File: config.mk
export PLATFORM = sky130hd
export DESIGN_NAME = positional_list_store_flat
export DESIGN_NICKNAME = d
export VERILOG_FILES = /design/src/rtl/plc_pkg.sv /design/src/rtl/plc_stream_if.sv /design/src/rtl/plc_cell.sv /design/src/rtl/positional_list_store.sv /design/src/flat_wrapper.sv
export SDC_FILE = /design/constraint.sdc
export NUM_CORES = 2
export LEC_CHECK = 0
export BUFFER_PORTS_ARGS = -buffer_cell sky130_fd_sc_hd__buf_2
export CORE_ASPECT_RATIO = 0.7
export CORE_MARGIN = 1.5
export CORE_UTILIZATION = 56
export CTS_CLUSTER_DIAMETER = 60
export DETAILED_ROUTE_END_ITERATION = 10
export GPL_TIMING_DRIVEN = 0
export PLACE_DENSITY_LB_ADDON = 0.25
export SLEW_MARGIN = 20
export SYNTH_ARGS = -nofsm -noshare
export SYNTH_HDL_FRONTEND = slang
export SYNTH_SLANG_ARGS = --single-unit
File: constraint.sdc
create_clock -name clk -period 4.6 [get_ports clk]
set_input_delay 0.92 -clock clk [delete_from_list [all_inputs] [get_ports clk]]
set_output_delay 0.92 -clock clk [all_outputs]
set_load 0.02 [all_outputs]
File: src/rtl/plc_pkg.sv
package plc_pkg;

	localparam int DATA_W = 32;
	localparam int POS_W  = 5;
	localparam int LEN_W  = 5;
	localparam int OP_W   = 3;

	typedef logic signed [DATA_W-1:0] data_t;

	typedef enum logic [OP_W-1:0] {
		OP_APPEND = 3'd0,
		OP_REMOVE = 3'd1,
		OP_READ   = 3'd2,
		OP_CLEAR  = 3'd3,
		OP_EMPTY  = 3'd4
	} opcode_t;

	typedef enum logic [1:0] {
		ST_IDLE,
		ST_EXEC,
		ST_READ
	} state_t;

	typedef struct packed {
		logic [OP_W-1:0]  opcode;
		logic [POS_W-1:0] position;
		data_t            value;
	} cmd_item_t;

	typedef struct packed {
		logic             ok;
		data_t            read_value;
		logic [LEN_W-1:0] length;
	} rsp_item_t;

	// broadcast to every cell of the row
	typedef struct packed {
		logic  append_en;
		logic  remove_en;
		logic  clear_en;
		data_t value;
	} cell_ctl_t;

endpackage

File: src/rtl/plc_stream_if.sv
interface plc_stream_if #(
	parameter type payload_t = logic
) ();

	logic     valid;
	logic     ready;
	payload_t payload;

	modport source (output valid, output payload, input ready);
	modport sink   (input valid, input payload, output ready);

endinterface

File: src/rtl/plc_cell.sv
module plc_cell #(
	parameter int IDX_W = 5,
	parameter int IDX   = 0
) (
	input  logic                clk,
	input  plc_pkg::cell_ctl_t  ctl,
	input  logic [IDX_W-1:0]    pos,
	input  logic [IDX_W-1:0]    cnt,
	input  plc_pkg::data_t      next_val,
	input  plc_pkg::data_t      rd_in,
	output plc_pkg::data_t      elem,
	output plc_pkg::data_t      rd_out
);

	localparam logic [IDX_W-1:0] MyIdx = IDX_W'(IDX);

	plc_pkg::data_t elem_q;
	plc_pkg::data_t rd_q;

	always_ff @(posedge clk) begin
		if (ctl.clear_en) begin
			elem_q <= '0;
		end else if (ctl.append_en && (cnt == MyIdx)) begin
			elem_q <= ctl.value;
		end else if (ctl.remove_en && (MyIdx >= pos)) begin
			// close the gap: take the neighbour above
			elem_q <= next_val;
		end
	end

	// read chain: pick own element on a hit, else pass the one from below
	always_ff @(posedge clk) begin
		rd_q <= (pos == MyIdx) ? elem_q : rd_in;
	end

	assign elem   = elem_q;
	assign rd_out = rd_q;

endmodule

File: src/rtl/positional_list_store.sv
// Bounded ordered list of signed 32-bit values held in a row of LIST_DEPTH cells.
// cmd channel: one beat per command (opcode, position, value).
// rsp channel: exactly one beat per command (ok, read_value, length).
// Commands are taken one at a time: cmd.ready is high only while no command
// is in progress.
// Append, remove, clear, empty and failed reads are first captured in the command
// register; then any cell update is made in every cell at once (a remove shifts
// all cells above the position down) as the result register is loaded.
// A successful read instead lets the selected element walk up the read chain,
// one cell per cycle, to the last cell, and then loads the result register.
// A new command is taken only after the last one has loaded its result.
// The result sits in an output register, so rsp.valid holds with a stable beat
// while rsp.ready is low; a finished command waits there and the next command
// is accepted meanwhile, stalling only when it needs the busy result register.
// Reset clears the length, the state and the result valid flag. Cell contents are
// undefined until appended; no clearing pass is run.
module positional_list_store #(
	parameter int LIST_DEPTH = 16
) (
	input  logic        clk,
	input  logic        arst_n,
	plc_stream_if.sink   cmd,
	plc_stream_if.source rsp
);

	localparam int CW  = $clog2(LIST_DEPTH + 1);
	localparam int W   = (CW > plc_pkg::POS_W) ? CW : plc_pkg::POS_W;
	localparam int RCW = $clog2(LIST_DEPTH);

	plc_pkg::state_t    state_q, state_d;
	plc_pkg::cmd_item_t cmd_q;
	plc_pkg::rsp_item_t rsp_q;
	logic               rsp_valid_q;
	logic [CW-1:0]      cnt_q, cnt_next;
	logic [RCW-1:0]     rd_cnt_q;

	logic               out_free, apply, load, rd_start;
	logic               append_ok, remove_ok, read_ok, op_ok;
	logic [W-1:0]       pos_w, cnt_w, depth_w, cnt_next_w;
	plc_pkg::cell_ctl_t ctl;
	plc_pkg::data_t     elem [LIST_DEPTH];
	plc_pkg::data_t     rd   [LIST_DEPTH];

	assign pos_w      = W'(cmd_q.position);
	assign cnt_w      = W'(cnt_q);
	assign depth_w    = W'(LIST_DEPTH);
	assign cnt_next_w = W'(cnt_next);

	assign append_ok = (pos_w == cnt_w) && (cnt_w < depth_w);
	assign remove_ok = pos_w < cnt_w;
	assign read_ok   = pos_w < cnt_w;

	always_comb begin
		op_ok    = 1'b0;
		cnt_next = cnt_q;
		unique case (cmd_q.opcode)
			plc_pkg::OP_APPEND: begin
				op_ok = append_ok;
				if (append_ok) cnt_next = cnt_q + 1'b1;
			end
			plc_pkg::OP_REMOVE: begin
				op_ok = remove_ok;
				if (remove_ok) cnt_next = cnt_q - 1'b1;
			end
			plc_pkg::OP_READ: begin
				op_ok = read_ok;
			end
			plc_pkg::OP_CLEAR: begin
				op_ok = 1'b1;
			end
			plc_pkg::OP_EMPTY: begin
				op_ok    = 1'b1;
				cnt_next = '0;
			end
			default: begin
				op_ok = 1'b0;
			end
		endcase
	end

	assign out_free = !rsp_valid_q || rsp.ready;

	always_comb begin
		state_d   = state_q;
		apply     = 1'b0;
		load      = 1'b0;
		rd_start  = 1'b0;
		cmd.ready = 1'b0;
		unique case (state_q)
			plc_pkg::ST_IDLE: begin
				cmd.ready = 1'b1;
				if (cmd.valid) state_d = plc_pkg::ST_EXEC;
			end
			plc_pkg::ST_EXEC: begin
				if ((cmd_q.opcode == plc_pkg::OP_READ) && read_ok) begin
					rd_start = 1'b1;
					state_d  = plc_pkg::ST_READ;
				end else if (out_free) begin
					apply   = 1'b1;
					load    = 1'b1;
					state_d = plc_pkg::ST_IDLE;
				end
			end
			plc_pkg::ST_READ: begin
				if ((rd_cnt_q == '0) && out_free) begin
					load    = 1'b1;
					state_d = plc_pkg::ST_IDLE;
				end
			end
			default: begin
				state_d = plc_pkg::ST_IDLE;
			end
		endcase
	end

	always_ff @(posedge clk or negedge arst_n) begin
		if (!arst_n) begin
			state_q     <= plc_pkg::ST_IDLE;
			cnt_q       <= '0;
			rsp_valid_q <= 1'b0;
			rd_cnt_q    <= '0;
		end else begin
			state_q <= state_d;
			if (apply) cnt_q <= cnt_next;
			if (load) begin
				rsp_valid_q <= 1'b1;
			end else if (rsp.ready) begin
				rsp_valid_q <= 1'b0;
			end
			// wait for the hit to reach the top of the read chain
			if (rd_start) begin
				rd_cnt_q <= RCW'(LIST_DEPTH - 1);
			end else if ((state_q == plc_pkg::ST_READ) && (rd_cnt_q != '0)) begin
				rd_cnt_q <= rd_cnt_q - 1'b1;
			end
		end
	end

	always_ff @(posedge clk) begin
		if (cmd.valid && cmd.ready) cmd_q <= cmd.payload;
		if (load) begin
			rsp_q.ok         <= op_ok;
			rsp_q.read_value <= (state_q == plc_pkg::ST_READ) ? rd[LIST_DEPTH-1] : '0;
			rsp_q.length     <= cnt_next_w[plc_pkg::LEN_W-1:0];
		end
	end

	assign rsp.valid   = rsp_valid_q;
	assign rsp.payload = rsp_q;

	always_comb begin
		ctl.append_en = apply && (cmd_q.opcode == plc_pkg::OP_APPEND) && append_ok;
		ctl.remove_en = apply && (cmd_q.opcode == plc_pkg::OP_REMOVE) && remove_ok;
		ctl.clear_en  = apply && (cmd_q.opcode == plc_pkg::OP_CLEAR);
		ctl.value     = cmd_q.value;
	end

	for (genvar i = 0; i < LIST_DEPTH; i++) begin : g_cell
		plc_pkg::data_t next_val, rd_in;

		if (i == LIST_DEPTH - 1) begin : g_top
			assign next_val = elem[i];
		end else begin : g_mid
			assign next_val = elem[i+1];
		end

		if (i == 0) begin : g_bot
			assign rd_in = '0;
		end else begin : g_up
			assign rd_in = rd[i-1];
		end

		plc_cell #(
			.IDX_W (W),
			.IDX   (i)
		) u_cell (
			.clk      (clk),
			.ctl      (ctl),
			.pos      (pos_w),
			.cnt      (cnt_w),
			.next_val (next_val),
			.rd_in    (rd_in),
			.elem     (elem[i]),
			.rd_out   (rd[i])
		);
	end

endmodule

File: src/flat_wrapper.sv
// flat-port wrapper written by rule: the top's interface ports become plain ports
module positional_list_store_flat 
#(
	parameter int LIST_DEPTH = 16
)
  (clk, arst_n, cmd_valid, cmd_payload, cmd_ready, rsp_valid, rsp_payload, rsp_ready);
  plc_stream_if #(.payload_t(plc_pkg::cmd_item_t)) cmd_i ();
  plc_stream_if #(.payload_t(plc_pkg::rsp_item_t)) rsp_i ();
  input  logic clk;
  input  logic arst_n;
  input wire logic [$bits(cmd_i.valid)-1:0] cmd_valid;
  input wire logic [$bits(cmd_i.payload)-1:0] cmd_payload;
  output wire logic [$bits(cmd_i.ready)-1:0] cmd_ready;
  output wire logic [$bits(rsp_i.valid)-1:0] rsp_valid;
  output wire logic [$bits(rsp_i.payload)-1:0] rsp_payload;
  input wire logic [$bits(rsp_i.ready)-1:0] rsp_ready;
  assign cmd_i.valid = cmd_valid;
  assign cmd_i.payload = cmd_payload;
  assign cmd_ready = cmd_i.ready;
  assign rsp_valid = rsp_i.valid;
  assign rsp_payload = rsp_i.payload;
  assign rsp_i.ready = rsp_ready;
  positional_list_store #(.LIST_DEPTH(LIST_DEPTH)) u_core (.clk(clk), .arst_n(arst_n), .cmd(cmd_i), .rsp(rsp_i));
endmodule
==> flow_summary.ini <==
[clocking]
cts_root_buf = clkbuf_16
htreeDepth = 3
clk_latency_ns = 0.67
path_clk_slew_ns = 0.06
cts_tree = built
clock_sinks = 1114
numCtsBuffers = 100
ctsLongestPathBuffers = 3
hold_buffers = 0
post_cts_buffers = 0
ctsResizeCount = 0

[grt]
grt_antenna_before_repair = 0
grt_pass1_vias = 28270
grt_max_degree = 29
grt_pass1_wl_um = 162200
grt_usage = 0.2730
grt_remaining_overflow = 0

[routing]
num_vias = 29175
wirelength_um = 104500
ant_nets = 0
wire_per_inst_um = 20.74
drt_iter0_markers = 2665
via_per_inst = 5.789
drtPass1Iterations = 6
drc = 0

[hold_path]
hp-class = input port to asynchronous set/reset pin

[die]
die_w_um = 328.6
core_mm2 = 0.07342
die_area_mm2 = 0.07586
die-height_um = 230.9
ios = 84
fp-row-count = 83
initial_core_util = 0.5659

[cells_and_area]
final_area_mm2 = 0.04666
drive_above_1_share = 0.1952
area_delta_synth_final_pct = 12.30
antennaDiodeCount = 0
utilization = 0.6355
nNetsFinal = 4039

[worst_setup_path]
slowest_delay_ns = 0.80
critPathBufInv = 4
r2r-end = u_core.g_cell[9].u_cell.elem[8]
end_kind = flip-flop
required_ns = 5.10
crit_type = flip-flop to flip-flop
crit_arrival_ns = 4.64
r2r_cells = 11
reg2reg_setup_slack_ns = 0.46
r2r-start = u_core.cnt_q[2]
path_max_fanout = 10
path_cells = clkbuf_1 > inv_1 > ha_1 > or2_2 > o311a_1 > buf_4 > nor4_4 > nand2_1 > buf_1 > mux2i_1 > a21oi_1
cp_slowest_cell = nor4_4
critPathLaunchType = flip-flop
cp_top_family = simple AND/OR/NAND/NOR gates

[sta]
period_needed_ns = 4.140
hold_violations = 0
relSlewSlack = 0.1959
tightest_slew_ns = 1.197
finalCritPeriodShare = 0.9000
rsz0062_at_grt = no
fmax_ghz = 0.2415
hold-worst-slack_ns = 0.1355
finalClockSkew_ns = 0.02418
drv_slew = 0
setup_viol = 0

[logic_synthesis]
ys.flop_type = dfxtp_1
yosys.area.top_type_share = 0.4934
synth_common_cells = 1024 x dfxtp_1, 481 x mux2_2, 425 x o21ai_0
yosysMostFrequentCell = dfxtp_1
ys_top_cells_by_area = dfxtp_1 49%, mux2_2 13%, mux2i_1 9.4%
synthCells = 3791
synth_fp_nets = 3851
synth_top_area_cell = dfxtp_1
ys.warnings.count = 0
synth_edf_count = 78
synthArstFlopShare = 0.01077
ys_types = 58
postSynthAreaPerCell_um2 = 10.96
ys_ff_latch = 1114
yosysSeqAreaShare = 0.5570
syn_area_mm2 = 0.04155

[flow_run]
maxCapViolCount = 0

[power]
ir_worst_vdd_v = 0.0003213
power_density_mw_per_mm2 = 453.3
p_leak_nw = 18.83

[placement]
dp_hpwl_um = 81650
io_buffers = 83
gp_congestion = 0.9138
postPlaceCellArea_mm2 = 0.04328

[outcome]
status = completed
-- worst max path at each step --
stage | slack (ns) | from | cells past startpoint | endpoint
3_3_place_gp | -1.26 | rsp_ready | 6 | u_core.rsp.payload[23]
6_report | 0.46 | u_core.cnt_q[2] | 11 | u_core.g_cell[9].u_cell.elem[8]
5_1_grt | 0.32 | u_core.cnt_q[3] | 10 | u_core.g_cell[11].u_cell.elem[28]
3_5_place_dp | 0.32 | rsp_ready | 9 | u_core.g_cell[0].u_cell.elem[29]
2_1_floorplan | 0.58 | rsp_ready | 5 | u_core.rsp.payload[0]
4_1_cts | 0.60 | u_core.cnt_q[3] | 10 | u_core.g_cell[0].u_cell.elem[14]
-- power breakdown --
part	leakage, nW	total, mW	internal, mW	switching (mW)
Clock	1.67	8.47	4.85	3.62
Combinational	8.03	2.18	0.672	1.50
Sequential	9.13	10.5	10.2	0.336
-- per-layer routing --
metal / part of all wire / global-route usage
met5: 0 / 0
met4: 0.025 / 0.07676
met3: 0.073 / 0.04399
met2: 0.40 / 0.3833
met1: 0.50 / 0.4267
-- state kept, by name (all words and copies together), names as in the netlist --
| signal | count |
|---|---|
| u_core.g_cell.u_cell.rd_out | 512 |
| u_core.rsp.valid | 1 |
| u_core.rsp.payload | 38 |
| u_core.cmd_q | 35 |
| u_core.g_cell.u_cell.elem | 512 |
| u_core.rd_cnt_q | 4 |
| u_core.pos_w | 5 |
| u_core.state_q | 2 |
| u_core.cnt_q | 5 |
-- worst reg2reg max path: stages (launching register included) --
cell	delay, ns
dfrtp_1	0.33
clkbuf_1	0.34
inv_1	0.18
ha_1	0.36
or2_2	0.31
o311a_1	0.11
buf_4	0.19
nor4_4	0.80
nand2_1	0.51
buf_1	0.49
mux2i_1	0.28
a21oi_1	0.09
-- stage by stage --
step	total power [mW]	instances	TNS (ns)	setup WS, ns
final	21.15	5040	0	0.4599
after global routing	21.88	5040	0	0.3189
after CTS	21.24	5040	0	0.5993
after detailed placement	12.87	4854	0	0.3150
after global placement	12.79	4851	-48.38	-1.256
after floorplan	11.95	3791	0	0.5771
-- cells in the final DEF, fill, tap and decap left out, types with 71 or more instances in the layout --
master     count
o21ai_0      424
buf_2        110
nor2_1        71
nand2_1      246
a21oi_1      409
clkbuf_1     258
dfxtp_1     1024
mux2_2       481
clkbuf_16    105
edfxtp_1      78
mux2i_1      390
-- kinds of logic (layout without fill, tap and decap cells) --
family / count (synthesis) / count (layout) / synth area share
buffers and inverters: 331 / 603 / 0.03280
multiplexers: 871 / 871 / 0.2243
AO/OA/AOI/OAI: 990 / 990 / 0.1283
flip-flops: 1114 / 1114 / 0.5570
adder cells (fa/ha/maj): 16 / 16 / 0.004818
XOR/XNOR: 5 / 5 / 0.001054
AND/OR/NAND/NOR: 464 / 464 / 0.05168
-- cell type report --
type | count | area, um^2
fillers | 5965 | 26760
flip-flops and latches | 1114 | 23140
multi-input cells | 2346 | 17080
clock buffers | 153 | 3038
plain buffers | 316 | 1308
well taps | 977 | 1222
repair buffers | 86 | 478.0
clock inverters | 33 | 330.3
inverters | 15 | 56.30
No activity file was read; power rests on OpenSTA's default activity.
